[config.mk]
export PLATFORM = sky130hd
export DESIGN_NAME = sle_fifo
export DESIGN_NICKNAME = d
export VERILOG_FILES = /design/src/hw/rtl/sle_pkg.sv /design/src/hw/rtl/sle_fifo.sv
export SDC_FILE = /design/constraint.sdc
export NUM_CORES = 1
export LEC_CHECK = 0
export BUFFER_PORTS_ARGS = -buffer_cell sky130_fd_sc_hd__buf_2
export CAP_MARGIN = 40
export CORE_MARGIN = 2
export CORE_UTILIZATION = 60
export CTS_CLUSTER_DIAMETER = 120
export DETAILED_ROUTE_END_ITERATION = 7
export PLACE_DENSITY = 0.88
export SYNTH_ARGS = -nofsm -noshare
export SYNTH_HDL_FRONTEND = slang
export SYNTH_SLANG_ARGS = --single-unit
[constraint.sdc]
create_clock -name clk -period 17.65 [get_ports clk]
set_input_delay 2.6475 -clock clk [delete_from_list [all_inputs] [get_ports clk]]
set_output_delay 2.6475 -clock clk [all_outputs]
set_load 0.1 [all_outputs]
[src/hw/rtl/sle_pkg.sv]
// Package: shared types, constants and helpers of the sprite line engine.
`timescale 1ns / 1ps
package sle_pkg;

  localparam int SPRITE_COUNT_DEF    = 64;
  localparam int CHARACTER_COUNT_DEF = 512;
  localparam int CHR_MAX_W           = 10;
  localparam int QUEUE_DEPTH         = 4;
  localparam int CFG_AW              = 5;

  localparam logic [1:0] FUNC_SPRITE  = 2'd0;
  localparam logic [1:0] FUNC_PATTERN = 2'd1;
  localparam logic [1:0] FUNC_LINE    = 2'd2;
  localparam logic [1:0] FUNC_RENDER  = 2'd3;

  localparam logic [2:0] REG_COLOR_MODEL  = 3'd0;
  localparam logic [2:0] REG_COMPAT_MODE  = 3'd1;
  localparam logic [2:0] REG_SCROLL_X     = 3'd2;
  localparam logic [2:0] REG_SCROLL_Y     = 3'd3;
  localparam logic [2:0] REG_MONO_PALETTE = 3'd4;
  localparam logic [2:0] REG_COMPAT_BASE  = 3'd5;
  localparam logic [2:0] REG_NATIVE_BASE  = 3'd6;

  typedef struct packed {
    logic [1:0]  func;
    logic [11:0] slot;
    logic [7:0]  position;
    logic [15:0] pattern;
    logic [8:0]  tile_char;
    logic [1:0]  sprite_priority;
    logic        palette_pick;
    logic [3:0]  color_code;
    logic [7:0]  offset_x;
    logic [7:0]  offset_y;
    logic [3:0]  flip_chain;
  } in_item_t;

  typedef struct packed {
    logic       hit;
    logic [1:0] pixel_priority;
    logic [7:0] color_value;
  } out_item_t;

  typedef struct packed {
    logic        color_model;
    logic        compat_mode;
    logic [7:0]  scroll_x;
    logic [7:0]  scroll_y;
    logic [23:0] mono_palette;
    logic [7:0]  compat_base;
    logic [7:0]  native_base;
  } cfg_t;

  typedef enum logic [1:0] {
    OP_SPRITE,
    OP_PATTERN,
    OP_LINE,
    OP_RENDER
  } op_t;

  // sprite attribute entry, character already reduced modulo the character count
  typedef struct packed {
    logic [CHR_MAX_W-1:0] chr;
    logic [1:0]           prio;
    logic                 pal;
    logic [3:0]           code;
    logic [7:0]           ox;
    logic [7:0]           oy;
    logic [3:0]           flags;
  } sprite_t;

  typedef struct packed {
    logic [CHR_MAX_W-1:0] chr;
    logic [1:0]           prio;
    logic                 pal;
    logic                 hflip;
    logic [3:0]           code;
    logic [7:0]           x;
    logic [2:0]           row;
  } tile_t;

  typedef struct packed {
    op_t         op;
    logic [11:0] slot;
    logic [7:0]  position;
    logic [15:0] pattern;
    sprite_t     spr;
  } queue_t;

  typedef enum logic [2:0] {
    ST_IDLE,
    ST_BRD,
    ST_BPROC,
    ST_RRD,
    ST_RCHK,
    ST_RPAT,
    ST_OUT
  } state_t;

  // chr < 512 and divisor >= 16, so the quotient fits in five bits
  function automatic logic [CHR_MAX_W-1:0] chr_mod(input logic [8:0] chr,
                                                    input logic [10:0] divisor);
    logic [15:0] rem;
    logic [15:0] sub;
    rem = {7'd0, chr};
    for (int k = 4; k >= 0; k--) begin
      sub = {5'd0, divisor} << k;
      if (rem >= sub) begin
        rem = rem - sub;
      end
    end
    return rem[CHR_MAX_W-1:0];
  endfunction

endpackage

[src/hw/rtl/sle_fifo.sv]
// Short command queue between the front decoder and the back executor.
`timescale 1ns / 1ps
module sle_fifo
  import sle_pkg::*;
(
  input  logic   clk,
  input  logic   rst_n,
  input  logic   push,
  input  queue_t push_data,
  output logic   full,
  input  logic   pop,
  output logic   pop_valid,
  output queue_t pop_data
);

  localparam int PW = $clog2(QUEUE_DEPTH);

  queue_t          mem_r [QUEUE_DEPTH];
  logic [PW-1:0]   wr_ptr_r, wr_ptr_nxt;
  logic [PW-1:0]   rd_ptr_r, rd_ptr_nxt;
  logic [PW:0]     cnt_r, cnt_nxt;

  assign full      = (cnt_r == (PW+1)'(QUEUE_DEPTH));
  assign pop_valid = (cnt_r != '0);
  assign pop_data  = mem_r[rd_ptr_r];

  always_comb begin
    wr_ptr_nxt = wr_ptr_r + PW'(push);
    rd_ptr_nxt = rd_ptr_r + PW'(pop);
    cnt_nxt    = cnt_r + (PW+1)'(push) - (PW+1)'(pop);
  end

  always_ff @(posedge clk) begin
    if (!rst_n) begin
      wr_ptr_r <= '0;
      rd_ptr_r <= '0;
      cnt_r    <= '0;
    end else begin
      wr_ptr_r <= wr_ptr_nxt;
      rd_ptr_r <= rd_ptr_nxt;
      cnt_r    <= cnt_nxt;
    end
  end

  always_ff @(posedge clk) begin
    if (push) begin
      mem_r[wr_ptr_r] <= push_data;
    end
  end

endmodule

==> impl_metrics.tcl, run 1 <==
set metrics [dict create \
    finalSetupTns_ns 0 \
    fp.dieH_um 140 \
    core_um2 18100 \
    netlist_area_um2 11200 \
    drtPass1Iterations 4 \
    period_needed_ns 5.52 \
    ioPinCount 156 \
    status "completed" \
    area_growth_pct 17.4 \
    grt_overflow_total 0 \
    grt_max_degree 54 \
    root_buffer "clkbuf_16" \
    startpoint "rd_ptr_r[0]" \
    drc_errors 0 \
    die_area_um2 19700 \
    fin_ws_ns 12.13 \
    netlist.area_leader.share 0.807 \
    maxCapViolCount 0 \
    port_buffers 155 \
    final_cells 854 \
    hold_viol 0 \
    gp_congestion 0.702 \
    r2r_start "wr_ptr_r[0]" \
    hold_class "reg2reg" \
    place_inst 801 \
    die_x_um 140 \
    vias 4973 \
    worst_ep_required_time_ns 15.00 \
    vdd_drop_max_v 0.000108 \
    initial_utilization 0.617 \
    vias_per_cell 5.82 \
    cts_tree "yes" \
    cts_resized 0 \
    antenna_found_initial 3 \
    drive_gt1_frac 0.450 \
    cp-start-kind "flop" \
    synth_nets 508 \
    slew_headroom 0.465 \
    htree_num_levels 1 \
    cts.sink_count 307 \
    yosysTopAreaCell "edfxtp_1" \
    postRouteAntennaNets 0 \
    cts_max_path_buffers 3 \
    use_met3 0.0434 \
    grt_pass1_vias 5131 \
    leakage_nw 4.43 \
    critPathMaxFanout 38 \
    drv_slew 0 \
    worst-setup-path-type "reg2out" \
    tightestPinTransition_ns 0.802 \
    yosys-top-cells-area "edfxtp_1, mux4_2, dfxtp_1" \
    hold_start "wr_ptr_r[1]" \
    drtIter0Drc 282 \
    grt_setup_unrepaired "false" \
    power_mw 1.74 \
    grtUsageTotal 0.199 \
    yosysUniqueCellTypes 19 \
    syn_inst 424 \
    cts_setup_buffers 0 \
    cts_buffers 29 \
    skew_ns 0.0152 \
    fin_nets 687 \
    synth_seq_area_share 0.820 \
    routedWlPerCell_um 22.9 \
    use_met2 0.326 \
    busiest_layer "met2" \
    finalWirelength_mm 19.6 \
    clk_pin_slew_ns 0.06 \
    syn_area_per_cell_um2 26.3 \
    place_hpwl_mm 11.9 \
    use_met1 0.286 \
    postCtsHoldBufs 0 \
    num_rows 49 \
    end_kind "output pin" \
    worstPathArrival_ns 2.87 \
    synth-seq-cells 307 \
    synth-warning-count 0 \
    setup_viol 0 \
    grt_pass1_wl_mm 29.7 \
    clk_latency_ns 0.53 \
    power_density_nw_per_um2 133 \
    place_ws_ns 12.59 \
    timing.final.crit_share 0.312 \
    max_freq_mhz 181 \
]
-- metrics by stage --
| step | hold WS, ns | instance area [um^2] | util |
|---|---|---|---|
| 3_5_place_dp | 0.645 | 12300 | 0.679 |
| 4_1_cts | 0.658 | 13100 | 0.724 |
| 6_report | 0.667 | 13100 | 0.724 |
| 3_3_place_gp | 0.607 | 12200 | 0.673 |
| 5_1_grt | 0.711 | 13100 | 0.724 |
| 2_1_floorplan | 0.573 | 11200 | - |
-- final cells by class --
type | count | area (um^2)
Fill cell | 992 | 4980
Inverter | 4 | 15.0
Tap cell | 229 | 287
Clock buffer | 35 | 748
Timing Repair Buffer | 164 | 916
Multi-Input combinational cell | 97 | 1910
Antenna cell | 3 | 7.51
Clock inverter | 15 | 66.3
Sequential cell | 307 | 9160
-- cell families (layout without fill, tap and decap cells) --
group,Yosys count,after routing,share of synthesized area
adders and majority gates,5,5,0.00628
DFF,307,307,0.820
other,0,3,0
and+or+nand+nor,14,14,0.00773
xor gates and xnor gates,3,3,0.00359
buffers and inverters,20,218,0.0115
muxes,75,75,0.151
-- placed cells by master, fill, tap and decap left out, types with 2 or more instances in the layout --
master and count:
edfxtp_1 300, clkbuf_1 6, buf_4 5, diode_2 3, clkinv_2 5, buf_16 3
dfxtp_1 5, clkbuf_16 29, clkinv_1 9, mux4_2 75, xor2_1 2, dfxtp_4 2
buf_2 155, and2_1 7, inv_1 4, ha_1 4
-- power breakdown --
| part | leakage [nW] | internal [mW] | switching (mW) |
|---|---|---|---|
| clock | 0.398 | 0.298 | 0.241 |
| combinational | 1.22 | 0.0744 | 0.271 |
| sequential | 2.81 | 0.838 | 0.0143 |
-- per-layer routing --
metal  up-vias  wire (um)
li1       2185          -
met4         0        277
met3        26       1410
met2       179       9940
met5         -          0
met1      2583       7920
-- state kept, by name, indices dropped and copies added (netlist names) --
register / flops
cnt_r: 3
mem_r: 300
rd_ptr_r: 2
wr_ptr_r: 2
-- cells in the mapped netlist --
cell / n
nor2_1: 1
nor3b_1: 1
xnor3_1: 1
fa_1: 1
xor2_1: 2
and3_1: 2
or3_1: 1
and3b_1: 1
dfxtp_1: 7
inv_1: 4
buf_1: 2
ha_1: 4
clkbuf_1: 1
mux4_2: 75
buf_2: 7
buf_6: 6
nand2_1: 1
edfxtp_1: 300
and2_1: 7
-- worst max-delay path, stage by stage (launching register included) --
cell and delay [ns]:
dfxtp_4 0.66, buf_4 0.42, buf_16 0.31, mux4_2 0.59, buf_2 0.32
-- final timing paths --
kind                                     end  slack, ns  depth (start not counted)
worst max-delay path            pop_data[67]      12.13                          4
worst min-delay path             wr_ptr_r[1]       0.67                          2
worst max register to register  mem_r[1][32]      15.50                          2
worst min register to register   wr_ptr_r[1]       0.67                          2
(Power assumes the default switching activity.)
==> run 2, diff against run 1 <==
--- a/config.mk
+++ b/config.mk
@@ -8,10 +8,10 @@
 export BUFFER_PORTS_ARGS = -buffer_cell sky130_fd_sc_hd__buf_2
 export CAP_MARGIN = 40
 export CORE_MARGIN = 2
-export CORE_UTILIZATION = 60
+export CORE_UTILIZATION = 57
 export CTS_CLUSTER_DIAMETER = 120
 export DETAILED_ROUTE_END_ITERATION = 7
-export PLACE_DENSITY = 0.88
+export PLACE_DENSITY = 0.84
 export SYNTH_ARGS = -nofsm -noshare
 export SYNTH_HDL_FRONTEND = slang
 export SYNTH_SLANG_ARGS = --single-unit
==> constraint.sdc (replaced) <==
create_clock -name clk -period 5.7 [get_ports clk]
set_input_delay 0.855 -clock clk [delete_from_list [all_inputs] [get_ports clk]]
set_output_delay 0.855 -clock clk [all_outputs]
set_load 0.1 [all_outputs]
==> run 2 against run 1 <==
Effect of this change: sequential power rose to 3.1 times the previous value; first-iteration DRC count rose by 2.5%; register-to-register slack got worse by 12 ns; via count rose by 0.60%; total power rose to 3.3 times the previous value; clock-buffer cell count fell by 1; hold slack got worse by 0.14 ns; die area rose by 5.1%; cell count rose by 4.7%.
==> impl_metrics.tcl, run 2 (synthesis results as in run 1) <==
set metrics [dict create \
    grtUsageTotal 0.201 \
    gp_congestion 0.677 \
    final_common_cell "edfxtp_1" \
    hold_depth 1 \
    ff2ff_path_depth 2 \
    period_needed_ns 3.76 \
    drc_errors 0 \
    r2r_start "wr_ptr_r[0]" \
    r2r-end "mem_r[1][67]" \
    root_buffer "clkbuf_16" \
    cts.sink_count 307 \
    busiest_layer "met2" \
    fp.dieH_um 144 \
    hold_class "in2reg" \
    status "completed" \
    postPlaceCellArea_um2 12300 \
    routedWlPerCell_um 22.7 \
    postCtsHoldBufs 0 \
    fin_util 0.690 \
    grt_pass1_wl_mm 30.5 \
    die_x_um 144 \
    use_met3 0.0500 \
    leakage_nw 4.53 \
    antenna_found_initial 2 \
    cp-start-kind "flop" \
    ioPinCount 156 \
    grt_setup_unrepaired "false" \
    vdd_drop_max_v 0.000316 \
    drive_gt1_frac 0.466 \
    vias_per_cell 5.60 \
    largest_reg_flops 300 \
    critPathMaxFanout 39 \
    whs_ns 0.527 \
    finalSetupTns_ns 0 \
    mostFrequentLayoutCells "edfxtp_1, buf_2, mux4_2" \
    die_area_um2 20700 \
    area_growth_pct 19.5 \
    use_met1 0.246 \
    cts_resized 0 \
    num_rows 51 \
    power_density_nw_per_um2 430 \
    rrSetupSlack_ns 3.51 \
    cts_max_path_buffers 3 \
    place_ws_ns 2.41 \
    cts_setup_buffers 0 \
    cts_tree "yes" \
    final_cells 894 \
    drv_slew 0 \
    maxCapViolCount 0 \
    skew_ns 0.00705 \
    postRouteAntennaNets 0 \
    worst-setup-path-type "reg2out" \
    timing.final.crit_share 0.660 \
    cts_buffers 30 \
    max_freq_mhz 266 \
    grt_max_degree 54 \
    hold_viol 0 \
    end_kind "output pin" \
    clk_pin_slew_ns 0.06 \
    finalWirelength_mm 20.3 \
    place_inst 837 \
    min_to "mem_r[3][0]" \
    drtPass1Iterations 5 \
    hold_start "push_data[0]" \
    grt_overflow_total 0 \
    worstPathArrival_ns 2.91 \
    drtIter0Drc 289 \
    grt_pass1_vias 5393 \
    port_buffers 155 \
    slew_headroom 0.453 \
    worst_ep_required_time_ns 4.85 \
    fin_ws_ns 1.94 \
    use_met2 0.362 \
    place_hpwl_mm 12.1 \
    htree_num_levels 1 \
    top_register "mem_r" \
    core_um2 19300 \
    startpoint "rd_ptr_r[0]" \
    fin_area_um2 13300 \
    clk_latency_ns 0.54 \
    power_mw 5.74 \
    fin_nets 688 \
    tightestPinTransition_ns 0.820 \
    vias 5003 \
    setup_viol 0 \
    reg.largest.list "mem_r: 300 flops, cnt_r: 3 flops" \
    initial_utilization 0.577 \
]
-- run 2: cell count changes in the layout (fill, tap and decap cells not counted), moves of 2 or more --
cell	previous run	this run
buf_4	5	7
bufinv_16	0	6
clkbuf_1	6	3
clkbuf_16	29	31
clkinv_1	9	5
clkinv_2	5	8
-- run 2: report_power, final --
part / leakage [nW] / internal [mW] / total (mW) / switching (mW)
registers: 2.81 / 2.59 / 2.65 / 0.0530
clock network: 0.510 / 1.26 / 2.03 / 0.776
logic: 1.21 / 0.228 / 1.06 / 0.833
total: 4.53 / 4.08 / 5.74 / 1.66
-- run 2: critical path: stages, from the launching register on --
cell     delay, ns
dfxtp_4       0.85
buf_4         0.57
mux4_2        0.59
buf_2         0.31
-- run 2: worst max path at each step --
stage,end,slack (ns),depth (start not counted)
after floorplan,mem_r[2][0],1.15,2
after global placement,pop_data[26],2.41,3
after detailed placement,pop_data[20],2.41,3
after CTS,pop_data[27],1.80,3
after global routing,pop_data[13],1.67,3
final,pop_data[27],1.94,3
-- run 2: cell type report --
type,count,area (um^2)
clock inverter,21,254
multi-input combinational,97,1910
sequential,307,9160
clock buffer,34,787
antenna,2,5.00
fill,1195,5990
inverter,4,15.0
tap,265,332
timing repair buffer,164,883
-- run 2: routing by layer --
metal / wire length [um] / vias to the layer above
li1: - / 2190
met1: 7510 / 2601
met2: 10900 / 174
met3: 1490 / 36
met4: 378 / 2
met5: 7 / -
==> run 3, diff against run 2 <==
==> constraint.sdc (replaced) <==
create_clock -name clk -period 3.55 [get_ports clk]
set_input_delay 0.5325 -clock clk [delete_from_list [all_inputs] [get_ports clk]]
set_output_delay 0.5325 -clock clk [all_outputs]
set_load 0.1 [all_outputs]
==> run 3 against run 2 <==
Effect of this change: first-iteration DRC count is 15% higher; combinational power is 61% higher; largest cell class unchanged; sequential cell count stayed put; final area is 0.75% lower; wire length is 5.1% lower; sequential power is 60% higher.
==> impl_metrics.tcl, run 3 (synthesis results as in run 1) <==
set metrics [dict create \
    fin_nets 691 \
    setup_viol 0 \
    worst-setup-path-type "reg2out" \
    grt_pass1_vias 5073 \
    clk_pin_slew_ns 0.06 \
    cts.sink_count 307 \
    drtPass1Iterations 4 \
    critPathMaxFanout 29 \
    cp-start-kind "flop" \
    crit_chain "buf_4 > mux4_2 > buf_2" \
    antenna_found_initial 3 \
    mostFrequentLayoutCells "edfxtp_1, buf_2, mux4_2" \
    status "completed" \
    cts_setup_buffers 0 \
    maxCapViolCount 0 \
    vdd_drop_max_v 0.000505 \
    tightestPinTransition_ns 0.731 \
    drv_slew 0 \
    final_common_cell "edfxtp_1" \
    power_mw 8.87 \
    place_hpwl_mm 11.8 \
    htree_num_levels 1 \
    drc_errors 0 \
    finalWirelength_mm 19.3 \
    slew_headroom 0.512 \
    initial_utilization 0.577 \
    finalSetupTns_ns 0 \
    drtIter0Drc 333 \
    gp_congestion 0.721 \
    grt_overflow_total 0 \
    cts_max_path_buffers 3 \
    area_growth_pct 18.7 \
    vias_per_cell 5.59 \
    timing.final.crit_share 0.849 \
    fp.dieH_um 144 \
    grt_max_degree 50 \
    cpMaxStageDelayCell "dfxtp_4" \
    clk_latency_ns 0.52 \
    worstPathArrival_ns 2.48 \
    end_kind "output pin" \
    cts_buffers 29 \
    leakage_nw 4.48 \
    cp_num_buf_inv 2 \
    worst_ep_required_time_ns 3.02 \
    hold_viol 0 \
    root_buffer "clkbuf_16" \
    ioPinCount 156 \
    num_rows 51 \
    drive_gt1_frac 0.460 \
    postCtsHoldBufs 0 \
    cpPeakStageDelay_ns 0.75 \
    fin_area_um2 13200 \
    hold_class "in2reg" \
    cts_tree "yes" \
    core_um2 19300 \
    max_freq_mhz 332 \
    top_register "mem_r" \
    vias 5007 \
    reg.largest.list "mem_r: 300 flops, cnt_r: 3 flops" \
    grtUsageTotal 0.186 \
    port_buffers 155 \
    die_area_um2 20700 \
    grt_pass1_wl_mm 28.6 \
    postRouteAntennaNets 0 \
    cts_resized 0 \
    period_needed_ns 3.01 \
    die_x_um 144 \
    routedWlPerCell_um 21.6 \
    power_density_nw_per_um2 670 \
    largest_reg_flops 300 \
    postPlaceCellArea_um2 12300 \
    grt_setup_unrepaired "false" \
    crit_family "flip-flops" \
    skew_ns 0.00794 \
]
run 3: changes by cell type in the layout (fill, tap and decap cells not counted):
cell and delta:
clkbuf_1 +4, buf_4 +3, bufinv_16 -3, buf_12 +2, clkbuf_16 -2, clkinv_2 -2
buf_16 -1
run 3: cell type report:
type	instances	area (um^2)
flip-flops and latches	307	9160
fillers	1203	6090
multi-input cells	97	1910
repair buffers	168	918
clock buffers	36	752
well taps	265	332
clock inverters	16	154
inverters	4	15.0
diodes	2	5.00
run 3: metrics by stage:
step                      hold WS (ns)  worst slack, ns  std cells   util
after floorplan                  0.600            0.585        424      -
after global placement           0.629             1.06        840  0.637
after detailed placement         0.648             1.03        841  0.638
after CTS                        0.201            0.454        893  0.685
after global routing             0.200            0.380        894  0.685
final                            0.221            0.536        895  0.685
run 3: report_power, final:
part	switching [mW]	leakage, nW	internal, mW
logic	1.34	1.23	0.372
clock network	1.21	0.440	1.71
registers	0.0826	2.81	4.17
run 3: routing by layer:
metal,GRT usage,vias up,routed length [um]
met5,0,-,13
met4,0.0562,2,446
met3,0.0457,43,1490
met2,0.307,186,9760
met1,0.250,2580,7570
li1,-,2196,-
run 3: worst paths after layout:
| path | slack [ns] | endpoint | start | depth (start not counted) |
|---|---|---|---|---|
| worst max-delay path | 0.54 | pop_data[1] | rd_ptr_r[0] | 3 |
| worst min-delay path | 0.22 | mem_r[2][56] | push_data[56] | 1 |
| worst max register to register | 1.73 | mem_r[1][24] | wr_ptr_r[0] | 2 |
| worst min register to register | 0.68 | wr_ptr_r[1] | wr_ptr_r[1] | 2 |
run 3: worst reg2reg max path, stage by stage (launching register included):
cell and delay, ns:
dfxtp_1 0.48, and3b_4 0.62, buf_12 0.34
